**src/hw/rtl/ptw_pkg.sv**
```systemverilog
`default_nettype none

package ptw_pkg;

  localparam int DEF_FRAME_BITS = 40;

  // input item kinds
  localparam logic [2:0] KIND_TRANSLATE  = 3'd0;
  localparam logic [2:0] KIND_MAP        = 3'd1;
  localparam logic [2:0] KIND_UNMAP      = 3'd2;
  localparam logic [2:0] KIND_READ_RESP  = 3'd3;
  localparam logic [2:0] KIND_ALLOC_RESP = 3'd4;

  // walk operations
  localparam logic [1:0] OP_TRANSLATE = 2'd0;
  localparam logic [1:0] OP_MAP       = 2'd1;
  localparam logic [1:0] OP_UNMAP     = 2'd2;

  // result kinds
  localparam logic [2:0] RES_READ     = 3'd0;
  localparam logic [2:0] RES_WRITE    = 3'd1;
  localparam logic [2:0] RES_REQ_PAGE = 3'd2;
  localparam logic [2:0] RES_CLEAR    = 3'd3;
  localparam logic [2:0] RES_INVAL    = 3'd4;
  localparam logic [2:0] RES_DONE     = 3'd5;

  // done status
  localparam logic [1:0] ST_OK          = 2'd0;
  localparam logic [1:0] ST_NOT_PRESENT = 2'd1;
  localparam logic [1:0] ST_NO_MEM      = 2'd2;

  // saved flag bits
  localparam int FLAG_W  = 0;
  localparam int FLAG_U  = 1;
  localparam int FLAG_NX = 2;

  localparam logic [1:0] LEAF_LEVEL = 2'd3;

  // entry bits
  localparam logic [63:0] ENT_P  = 64'h0000_0000_0000_0001;
  localparam logic [63:0] ENT_W  = 64'h0000_0000_0000_0002;
  localparam logic [63:0] ENT_U  = 64'h0000_0000_0000_0004;
  localparam logic [63:0] ENT_NX = 64'h8000_0000_0000_0000;

  localparam logic [8:0]  IDX_MASK = 9'h1FF;
  localparam logic [11:0] OFS_MASK = 12'hFFF;

  localparam int MAX_RES = 3;

  typedef struct packed {
    logic [2:0]  kind;
    logic [39:0] root_frame;
    logic [47:0] virt_address;
    logic [39:0] phys_frame;
    logic        set_writable;
    logic        set_user;
    logic        set_no_exec;
    logic [63:0] read_data;
    logic [39:0] alloc_frame;
  } req_t;

  typedef struct packed {
    logic [2:0]  res_kind;
    logic [51:0] mem_address;
    logic [63:0] write_data;
    logic [1:0]  status;
    logic [51:0] phys_result;
    logic        last;
  } res_t;

  typedef struct packed {
    logic [1:0]              count;
    res_t [MAX_RES-1:0]      item;
  } batch_t;

  function automatic res_t make_res(logic [2:0] kind, logic [51:0] addr, logic [63:0] data,
                                    logic [1:0] st, logic [51:0] phys, logic lst);
    res_t r;
    r.res_kind    = kind;
    r.mem_address = addr;
    r.write_data  = data;
    r.status      = st;
    r.phys_result = phys;
    r.last        = lst;
    return r;
  endfunction

endpackage

`default_nettype wire

```
**src/hw/rtl/ptw_walk.sv**
```systemverilog
`default_nettype none

module ptw_walk import ptw_pkg::*; #(
  parameter int FRAME_BITS = DEF_FRAME_BITS
) (
  input  logic   clk,
  input  logic   rst,
  input  logic   accept,
  input  req_t   request,
  output batch_t batch
);

  localparam logic [63:0] FRAME_MASK64 = 64'((65'd1 << FRAME_BITS) - 65'd1);
  localparam logic [63:0] ENT_FRAME    = FRAME_MASK64 << 12;
  localparam logic [63:0] KEEP_MASK    = ~(ENT_P | ENT_W | ENT_U | ENT_NX | ENT_FRAME);

  logic                  active, active_next;
  logic                  awaiting, awaiting_next;
  logic [1:0]            operation, operation_next;
  logic [1:0]            level, level_next;
  logic [FRAME_BITS-1:0] table_frame, table_frame_next;
  logic [47:0]           saved_virt, saved_virt_next;
  logic [FRAME_BITS-1:0] saved_phys_frame, saved_phys_frame_next;
  logic [2:0]            saved_flags, saved_flags_next;
  logic [63:0]           old_entry, old_entry_next;

  logic [FRAME_BITS-1:0] ent_frame;
  logic [FRAME_BITS-1:0] new_alloc;
  logic [1:0]            level_inc;
  logic                  user;
  logic [63:0]           rdata;

  function automatic logic [51:0] entry_addr(logic [FRAME_BITS-1:0] frame, logic [47:0] va,
                                             logic [1:0] lvl);
    logic [8:0] idx;
    case (lvl)
      2'd0:    idx = va[47:39] & IDX_MASK;
      2'd1:    idx = va[38:30] & IDX_MASK;
      2'd2:    idx = va[29:21] & IDX_MASK;
      default: idx = va[20:12] & IDX_MASK;
    endcase
    return {40'(frame), idx, 3'b000};
  endfunction

  function automatic logic [63:0] compose(logic [63:0] old, logic p, logic w, logic u,
                                          logic nx, logic [FRAME_BITS-1:0] frame);
    logic [63:0] e;
    e = old & KEEP_MASK;
    if (p) e = e | ENT_P;
    if (w) e = e | ENT_W;
    if (u) e = e | ENT_U;
    if (nx) e = e | ENT_NX;
    return e | (64'(frame) << 12);
  endfunction

  assign rdata     = request.read_data;
  assign ent_frame = rdata[12 +: FRAME_BITS];
  assign new_alloc = request.alloc_frame[FRAME_BITS-1:0];
  assign level_inc = level + 2'd1;
  assign user      = saved_flags[FLAG_U];

  always_comb begin
    active_next           = active;
    awaiting_next         = awaiting;
    operation_next        = operation;
    level_next            = level;
    table_frame_next      = table_frame;
    saved_virt_next       = saved_virt;
    saved_phys_frame_next = saved_phys_frame;
    saved_flags_next      = saved_flags;
    old_entry_next        = old_entry;
    batch                 = '0;
    if (accept) begin
      case (request.kind)
        KIND_TRANSLATE, KIND_MAP, KIND_UNMAP: begin
          if (!active) begin
            active_next           = 1'b1;
            awaiting_next         = 1'b0;
            operation_next        = request.kind[1:0];
            level_next            = 2'd0;
            table_frame_next      = request.root_frame[FRAME_BITS-1:0];
            saved_virt_next       = request.virt_address;
            saved_phys_frame_next = request.phys_frame[FRAME_BITS-1:0];
            saved_flags_next      = {request.set_no_exec, request.set_user, request.set_writable};
            old_entry_next        = '0;
            batch.count           = 2'd1;
            batch.item[0] = make_res(RES_READ,
                                     entry_addr(request.root_frame[FRAME_BITS-1:0],
                                                request.virt_address, 2'd0),
                                     '0, ST_OK, '0, 1'b1);
          end
        end
        KIND_READ_RESP: begin
          if (active && !awaiting) begin
            old_entry_next = rdata;
            if (level == LEAF_LEVEL) begin
              if (operation == OP_MAP) begin
                batch.count   = 2'd3;
                batch.item[0] = make_res(RES_WRITE, entry_addr(table_frame, saved_virt, level),
                                         compose(rdata, 1'b1, saved_flags[FLAG_W], user,
                                                 saved_flags[FLAG_NX], saved_phys_frame),
                                         ST_OK, '0, 1'b0);
                batch.item[1] = make_res(RES_INVAL, 52'(saved_virt), '0, ST_OK, '0, 1'b0);
                batch.item[2] = make_res(RES_DONE, '0, '0, ST_OK, '0, 1'b1);
                active_next   = 1'b0;
              end else if (!rdata[0]) begin
                batch.count   = 2'd1;
                batch.item[0] = make_res(RES_DONE, '0, '0, ST_NOT_PRESENT, '0, 1'b1);
                active_next   = 1'b0;
              end else if (operation == OP_TRANSLATE) begin
                batch.count   = 2'd1;
                batch.item[0] = make_res(RES_DONE, '0, '0, ST_OK,
                                         {40'(ent_frame), saved_virt[11:0] & OFS_MASK}, 1'b1);
                active_next   = 1'b0;
              end else begin
                batch.count   = 2'd3;
                batch.item[0] = make_res(RES_WRITE, entry_addr(table_frame, saved_virt, level),
                                         rdata & ~ENT_P, ST_OK, '0, 1'b0);
                batch.item[1] = make_res(RES_INVAL, 52'(saved_virt), '0, ST_OK, '0, 1'b0);
                batch.item[2] = make_res(RES_DONE, '0, '0, ST_OK, '0, 1'b1);
                active_next   = 1'b0;
              end
            end else if (!rdata[0]) begin
              batch.count = 2'd1;
              if (operation == OP_MAP) begin
                awaiting_next = 1'b1;
                batch.item[0] = make_res(RES_REQ_PAGE, '0, '0, ST_OK, '0, 1'b1);
              end else begin
                batch.item[0] = make_res(RES_DONE, '0, '0, ST_NOT_PRESENT, '0, 1'b1);
                active_next   = 1'b0;
              end
            end else begin
              table_frame_next = ent_frame;
              level_next       = level_inc;
              if (operation == OP_MAP) begin
                batch.count   = 2'd2;
                batch.item[0] = make_res(RES_WRITE, entry_addr(table_frame, saved_virt, level),
                                         rdata | ENT_W | (user ? ENT_U : 64'd0),
                                         ST_OK, '0, 1'b0);
                batch.item[1] = make_res(RES_READ, entry_addr(ent_frame, saved_virt, level_inc),
                                         '0, ST_OK, '0, 1'b1);
              end else begin
                batch.count   = 2'd1;
                batch.item[0] = make_res(RES_READ, entry_addr(ent_frame, saved_virt, level_inc),
                                         '0, ST_OK, '0, 1'b1);
              end
            end
          end
        end
        KIND_ALLOC_RESP: begin
          if (active && awaiting) begin
            awaiting_next = 1'b0;
            if (new_alloc == '0) begin
              batch.count   = 2'd1;
              batch.item[0] = make_res(RES_DONE, '0, '0, ST_NO_MEM, '0, 1'b1);
              active_next   = 1'b0;
            end else begin
              batch.count      = 2'd3;
              batch.item[0]    = make_res(RES_CLEAR, {40'(new_alloc), 12'd0}, '0, ST_OK, '0,
                                          1'b0);
              batch.item[1]    = make_res(RES_WRITE, entry_addr(table_frame, saved_virt, level),
                                          compose(old_entry, 1'b1, 1'b1, user, 1'b0,
                                                  new_alloc),
                                          ST_OK, '0, 1'b0);
              batch.item[2]    = make_res(RES_READ, entry_addr(new_alloc, saved_virt, level_inc),
                                          '0, ST_OK, '0, 1'b1);
              table_frame_next = new_alloc;
              level_next       = level_inc;
            end
          end
        end
        default: begin
        end
      endcase
    end
  end

  always_ff @(posedge clk) begin
    if (rst) begin
      active    <= 1'b0;
      awaiting  <= 1'b0;
      operation <= OP_TRANSLATE;
      level     <= 2'd0;
    end else begin
      active    <= active_next;
      awaiting  <= awaiting_next;
      operation <= operation_next;
      level     <= level_next;
    end
  end

  always_ff @(posedge clk) begin
    table_frame      <= table_frame_next;
    saved_virt       <= saved_virt_next;
    saved_phys_frame <= saved_phys_frame_next;
    saved_flags      <= saved_flags_next;
    old_entry        <= old_entry_next;
  end

endmodule

`default_nettype wire

```
**src/hw/rtl/ptw_outq.sv**
```systemverilog
`default_nettype none

module ptw_outq import ptw_pkg::*; (
  input  logic   clk,
  input  logic   rst,
  input  logic   load,
  input  batch_t batch,
  output logic   strobe,
  output res_t   result,
  output logic   busy
);

  res_t [MAX_RES-1:0] slot;
  logic [1:0]         cnt;

  always_ff @(posedge clk) begin
    if (rst) begin
      cnt <= 2'd0;
    end else if (load) begin
      cnt <= batch.count;
    end else if (cnt != 2'd0) begin
      cnt <= cnt - 2'd1;
    end
  end

  // results shift toward slot 0, which drives the ports
  always_ff @(posedge clk) begin
    if (load) begin
      slot <= batch.item;
    end else begin
      slot[0] <= slot[1];
      slot[1] <= slot[2];
    end
  end

  assign strobe = (cnt != 2'd0);
  assign result = slot[0];
  assign busy   = (cnt > 2'd1);

endmodule

`default_nettype wire

```
**src/hw/rtl/four_level_page_table_engine.sv**
```systemverilog
`default_nettype none

// Four-level page table walker. Requests (translate, map, unmap) and the
// memory read and page allocation responses all enter on the same port, one
// item at the clock edge where start is high and busy is low. An item's
// results (at most three: entry reads and writes, page request, page clear,
// TLB invalidate, done) appear from the next cycle on, one per cycle, each
// for a single cycle with strobe high; the receiver cannot stall them, and
// last marks the final result of the item. busy is high while more than one
// result is still to be shown, so a new item is taken in the cycle that
// shows the last result. An item therefore keeps the port busy until its
// last result is shown, which the three-entry result buffer holds; a whole
// walk takes as long as the external memory and allocator need to answer.

module four_level_page_table_engine import ptw_pkg::*; #(
  parameter int FRAME_BITS = DEF_FRAME_BITS
) (
  input  logic clk,
  input  logic rst,
  input  logic start,
  output logic busy,
  input  req_t request,
  output logic strobe,
  output res_t result
);

  logic   accept;
  batch_t batch;

  assign accept = start && !busy;

  ptw_walk #(
    .FRAME_BITS(FRAME_BITS)
  ) u_walk (
    .clk    (clk),
    .rst    (rst),
    .accept (accept),
    .request(request),
    .batch  (batch)
  );

  ptw_outq u_outq (
    .clk   (clk),
    .rst   (rst),
    .load  (accept),
    .batch (batch),
    .strobe(strobe),
    .result(result),
    .busy  (busy)
  );

endmodule

`default_nettype wire

```
**config.mk**
```make
export PLATFORM = sky130hd
export DESIGN_NAME = four_level_page_table_engine
export DESIGN_NICKNAME = d
export VERILOG_FILES = /design/src/hw/rtl/ptw_pkg.sv /design/src/hw/rtl/ptw_walk.sv /design/src/hw/rtl/ptw_outq.sv /design/src/hw/rtl/four_level_page_table_engine.sv
export SDC_FILE = /design/constraint.sdc
export NUM_CORES = 1
export LEC_CHECK = 0
export ABC_AREA = 1
export BUFFER_PORTS_ARGS = -buffer_cell sky130_fd_sc_hd__buf_2
export CORE_UTILIZATION = 51
export DETAILED_ROUTE_END_ITERATION = 12
export HOLD_SLACK_MARGIN = 0.06
export PLACE_DENSITY = 0.81
export SYNTH_ARGS = -nofsm -noshare
export SYNTH_HDL_FRONTEND = slang
export SYNTH_SLANG_ARGS = --single-unit
```
**constraint.sdc**
```tcl
create_clock -name clk -period 7.7 [get_ports clk]
set_input_delay 1.54 -clock clk [delete_from_list [all_inputs] [get_ports clk]]
set_output_delay 1.54 -clock clk [all_outputs]
set_load 0.005 [all_outputs]
```
After elaboration in Yosys (flattened, before gate mapping)
Cells that the tools add are included.
- add/sub/neg operators: 2
- $lt $le $gt $ge: 1
- eq/ne operators: 21
- muxes and demuxes: 77
- bitwise gates (word level): 4
- reductions and logical operators: 20
- operators by type and width (cell ; number):
    524-bit 2-to-1 mux ; 3
    348-bit 2-to-1 mux ; 4
    174-bit 2-to-1 mux ; 7
    348-bit one-hot mux with 2 select lines ; 1
    64-bit 2-to-1 mux ; 10
    174-bit one-hot mux with 3 select lines ; 1
    345-bit 2-to-1 mux ; 1
    171-bit 2-to-1 mux ; 2
    40-bit 2-to-1 mux ; 6
    172-bit 2-to-1 mux ; 1
    64-bit by 52-bit OR with 64-bit output ; 2
    63-bit 2-to-1 mux ; 2
    63-bit one-hot mux with 2 select lines ; 1
    40-bit one-hot mux with 3 select lines ; 1
    64-bit by 3-bit OR with 64-bit output ; 1
    9-bit one-hot mux with 3 select lines ; 2
    40-bit logical NOT ; 1
    2-bit 2-to-1 mux ; 15
    8-bit AND reduction ; 2
    1-bit 2-to-1 mux ; 13
    2-bit one-hot mux with 3 select lines ; 2
    2-bit != test, second input constant ; 5
    3-bit 2-to-1 mux ; 3
    2-bit by 1-bit != test with 1-bit output, second input constant ; 4
    other kinds (21) ; 35
- flip-flop bits (word level): 724

Depth between registers and ports, before layout
- word-level depth: 14
- depth in mapped cells: 14
- gate-level depth less buffers: 12

Cells and area by module
From an unflattened synthesis, not the netlist that was laid out.
- cells, all modules: 3805
- area total of the unflattened synthesis: 31835.5 µm²
- modules (own cells, without submodules) (module ; times used ; cells an instance ; area an instance (µm²) ; seq. area each (µm²)):
    ptw_outq ; 1 ; 1841 ; 18154.9 ; 12231.7
    ptw_walk ; 1 ; 1962 ; 13670.6 ; 4654.5
    four_level_page_table_engine ; 1 ; 2 ; 10.0 ; 0.0

Worst setup path after synthesis
Ideal clock, no wire load.
- path kind: in2reg
- from: input request[235] (netlist bit)
- to: register u_walk.old_entry[10], enable pin
- setup time: 377 ps
- arrival: 7157 ps
- required time: 7323 ps
- setup slack: 165 ps
- stages on the path: 9
- buffers on the path: 0
- cell sequence: nand2_1 > inv_1 > nor2_1 > inv_1 > nor2_2 > inv_1 > nor2_1 > inv_1 > nand2_1
- cells in the longest elaborated chain, start to end: 4
- RTL lines (what ; RTL line ; source):
    start, declared ; four_level_page_table_engine.sv:22 ; input req_t request,
    3-bit by 1-bit == test with 1-bit output, or another cell as far along ; ptw_walk.sv:74 ; case (request.kind)
    3-bit OR reduction ; ptw_walk.sv:74 ;
    2-bit != test (no source line) or 2-bit nonzero test (tied branches) ; n/a ;
    4-bit AND reduction (no source line) * ; n/a ;
    end signal, assigned ; ptw_walk.sv:197 ; old_entry <= old_entry_next;
    end, declared ; ptw_walk.sv:25 ; logic [63:0] old_entry, old_entry_next;
Every way passes the cells marked *; elsewhere a longest branch is shown, timed or not.
A chain may end at the register's enable or synchronous reset.

Final worst setup path
- from: input request[235] (netlist bit)
- to: register u_walk.saved_virt[34], enable pin
- cells in the longest elaborated chain, start to end: 3
- RTL lines (what ; RTL line ; source):
    3-bit by 1-bit == test with 1-bit output, or another cell as far along ; ptw_walk.sv:74 ;
    3-bit OR reduction * ; ptw_walk.sv:74 ;
    3-bit AND reduction (no source line) * ; n/a ;
    end signal, assigned ; ptw_walk.sv:194 ; saved_virt <= saved_virt_next;
    end, declared ; ptw_walk.sv:22 ; logic [47:0] saved_virt, saved_virt_next;
Marked as above.

==> flow_metrics.env <==
export IMPL_antenna_found_initial=10
export IMPL_timing_limited_maximum_frequency_mhz=223
export IMPL_ir_worst_vdd_v=0.000181
export IMPL_htree_levels=2
export IMPL_via_count=19528
export IMPL_die_width_um=212
export IMPL_async_flop_share=0
export IMPL_dr_wl_met2_um=33400
export IMPL_cts_hold_buf=0
export IMPL_min_delay_path_class="register to register"
export IMPL_total_leakage_power_nw=11.7
export IMPL_cts_sinks=501
export IMPL_syn2layout_area_growth_pct=12.5
export IMPL_grt_first_pass_wirelength_um=109000
export IMPL_timing_worst_slew_pin_value_ns=1.18
export IMPL_wl_met3_um=9450
export IMPL_power_share_switching=0.284
export IMPL_unrepaired_setup_endpoints_after_global_routing="no"
export IMPL_seqPwrFrac=0.468
export IMPL_synth_area_leader_cell="sky130_fd_sc_hd__edfxtp_1"
export IMPL_synth_common_cells="sky130_fd_sc_hd__nand2_1, sky130_fd_sc_hd__dfxtp_1, sky130_fd_sc_hd__nor2_1"
export IMPL_gpl_final_weighted_congestion=0.943
export IMPL_start_util=0.519
export IMPL_layout_utilization=0.584
export IMPL_power_share_clock=0.385
export IMPL_dp_cells=3336
export IMPL_routedWlPerCell_um=21.6
export IMPL_endpoint_kind="register"
export IMPL_synth_most_common_cell="sky130_fd_sc_hd__nand2_1"
export IMPL_finalSetupViolations=0
export IMPL_ys_warn_count=0
export IMPL_buffer_ports_inserted=416
export IMPL_tritoncts="built"
export IMPL_postSynthNetCount=2888
export IMPL_synth_top_area_frac=0.270
export IMPL_layout_area_seq_um2=12100
export IMPL_syn_instance_count=2635
export IMPL_fp_dieArea_um2=44800
export IMPL_grt_max_degree=204
export IMPL_final_period_utilization=0.583
export IMPL_ctsRootBufferMaster="sky130_fd_sc_hd__clkbuf_16"
export IMPL_grt_total_usage=0.324
export IMPL_drive_gt1_frac=0.226
export IMPL_wl_um=74400
export IMPL_yosysSeqAreaShare=0.537
export IMPL_synth_enable_flop_cells=202
export IMPL_post_route_drc_count=0
export IMPL_via_per_inst=5.67
export IMPL_data_required_time_at_the_worst_endpoint_ns=7.91
export IMPL_chipHeight_um=212
export IMPL_internal_power_mw=4.80
export IMPL_path_clk_slew_ns=0.06
export IMPL_synth_main_ff_cell="sky130_fd_sc_hd__dfxtp_1"
export IMPL_skew_pair_late_insertion_delay_ns=0.60
export IMPL_gr_total_overflow=0
export IMPL_top_level_ports=417
export IMPL_setup_total_negative_slack_ns=0
export IMPL_clk_path_buf_depth=3
export IMPL_synthTopCellsByArea="sky130_fd_sc_hd__edfxtp_1, sky130_fd_sc_hd__dfxtp_1, sky130_fd_sc_hd__nand2_1"
export IMPL_drt_met1_wl_um=27800
export IMPL_timing_max_cap_violations=0
export IMPL_final_cell_count_no_fill=3442
export IMPL_top_signal_layer_used="met5"
export IMPL_multi_input_logic_area_um2=7670
export IMPL_fin_worst_skew_ns=0.0260
export IMPL_first_global_vias=18981
export IMPL_placeableCoreArea_um2=43300
export IMPL_combPwrFrac=0.147
export IMPL_cts_repair_resize_count=0
export IMPL_slew_headroom=0.216
export IMPL_first_iter_violations=2492
export IMPL_critical_path_arrival_ns=4.69
export IMPL_detail_route_antenna_nets=0
export IMPL_final_net_count=3058
export IMPL_outcome="complete, no violations"
export IMPL_critPathKind="input pin to register"
export IMPL_startpoint_type="input pin"
export IMPL_post_cts_buffers=0
export IMPL_power_switching_mw=1.90
export IMPL_place_detailed_hpwl_um=48500
export IMPL_cellPowerDensity_nw_per_um2=265
export IMPL_yosys_register_bits=501
export IMPL_synth_lib_cells_used_distinct=47
export IMPL_fillerInstances=3761
export IMPL_crit_fanout=73
export IMPL_numCtsBuffers=52
export IMPL_placement_rows=76
export IMPL_detailedRoute_firstPassIterationCount=7
export IMPL_layout_min_cycle_time_ns=4.49
export IMPL_synthesis_area_per_instance_um2=8.52
export IMPL_timing_max_transition_violations_final=0
export IMPL_hold_violations=0
export IMPL_synthesis_area_um2=22400
[cells by family (layout without fill, tap and decap cells)]
group,after synthesis,after routing,synth area share
other cells,0,8,0
buf+inv,528,742,0.123
fa+ha+maj,12,12,0.00669
flops,501,501,0.537
compound gates,393,393,0.106
simple gates,1201,1201,0.227
[power by group through the flow]
stage | logic (mW) | clock network, mW | registers (mW)
after floorplan | 0.655 | 0 | 3.15
after global placement | 0.939 | 0 | 3.18
after detailed placement | 0.960 | 0 | 3.19
after CTS | 0.965 | 2.60 | 3.13
after global routing | 1.07 | 2.70 | 3.15
final | 0.986 | 2.58 | 3.14
[per-stage QoR]
stage	total power, mW	worst slack (ns)	area, um^2	hold WS, ns
finish	6.70	3.21	25300	0.425
global placement	4.12	2.82	23500	0.408
CTS	6.69	3.32	25200	0.424
global route	6.92	3.08	25200	0.445
detailed placement	4.15	2.68	23500	0.409
floorplan	3.81	0.165	22400	0.394
[state kept, by name, indices dropped and copies added (netlist names)]
signal,count
u_outq.cnt,2
u_outq.result,174
u_outq.slot,168
u_walk.active,1
u_walk.awaiting,1
u_walk.level,2
u_walk.old_entry,20
u_walk.operation,2
u_walk.saved_flags,3
u_walk.saved_phys_frame,40
u_walk.saved_virt,48
u_walk.table_frame,40
[worst paths after layout]
| check | cells past startpoint | slack [ns] | to | startpoint |
|---|---|---|---|---|
| worst max register to register | 11 | 4.02 | u_outq.result[137]$_DFF_P_ | u_walk.operation[1]$_SDFFE_PP0P_ |
| worst min register to register | 2 | 0.43 | u_outq.result[120]$_SDFF_PP0_ | u_outq.slot[294]$_SDFF_PN0_ |
| worst min-delay path | 2 | 0.43 | u_outq.result[120]$_SDFF_PP0_ | u_outq.slot[294]$_SDFF_PN0_ |
| worst max-delay path | 10 | 3.21 | u_walk.saved_virt[34]$_DFFE_PP_ | request[235] |
[layout make-up]
cell class / count / area share
Sequential cell: 501 / 0.477
Multi-Input combinational cell: 1606 / 0.304
Timing Repair Buffer: 433 / 0.0880
Clock buffer: 66 / 0.0585
Inverter: 211 / 0.0316
Tap cell: 585 / 0.0290
Clock inverter: 32 / 0.0112
Antenna cell: 8 / 0.000793
[metal layers]
layer	vias up	track usage
met5	-	0
met4	6	0.167
met3	274	0.0803
met2	1455	0.510
met1	9031	0.413
li1	8762	-
[layout by cell type (no fill, tap or decap), types with 9 or more instances in the layout]
cell type	netlist	layout
sky130_fd_sc_hd__or2_2	34	34
sky130_fd_sc_hd__nand2_1	753	752
sky130_fd_sc_hd__o21ai_1	37	37
sky130_fd_sc_hd__o22ai_1	44	44
sky130_fd_sc_hd__o21ai_0	109	109
sky130_fd_sc_hd__o2111ai_1	11	11
sky130_fd_sc_hd__ha_1	12	11
sky130_fd_sc_hd__clkinv_2	1	13
sky130_fd_sc_hd__buf_2	38	416
sky130_fd_sc_hd__o211ai_1	16	16
sky130_fd_sc_hd__clkbuf_16	0	54
sky130_fd_sc_hd__a21boi_0	9	9
sky130_fd_sc_hd__buf_4	179	16
sky130_fd_sc_hd__nor3_2	38	38
sky130_fd_sc_hd__inv_2	13	14
sky130_fd_sc_hd__nand4_1	10	10
sky130_fd_sc_hd__nor3_1	17	17
sky130_fd_sc_hd__o31ai_1	30	30
sky130_fd_sc_hd__inv_1	194	193
sky130_fd_sc_hd__dfxtp_1	299	299
sky130_fd_sc_hd__a31oi_1	68	68
sky130_fd_sc_hd__nor2_1	266	264
sky130_fd_sc_hd__nand3_1	51	51
sky130_fd_sc_hd__edfxtp_1	202	202
sky130_fd_sc_hd__a21oi_1	52	52
[critical path: stages]
cell	delay, ns
sky130_fd_sc_hd__buf_2	0.11
sky130_fd_sc_hd__nand2_1	0.13
sky130_fd_sc_hd__inv_1	0.09
sky130_fd_sc_hd__nor2_1	0.14
sky130_fd_sc_hd__inv_1	0.11
sky130_fd_sc_hd__nor2_4	0.08
sky130_fd_sc_hd__buf_4	0.61
sky130_fd_sc_hd__inv_1	0.22
sky130_fd_sc_hd__nor2_4	0.65
sky130_fd_sc_hd__buf_4	0.91
No activity file was read; power rests on OpenSTA's default activity.
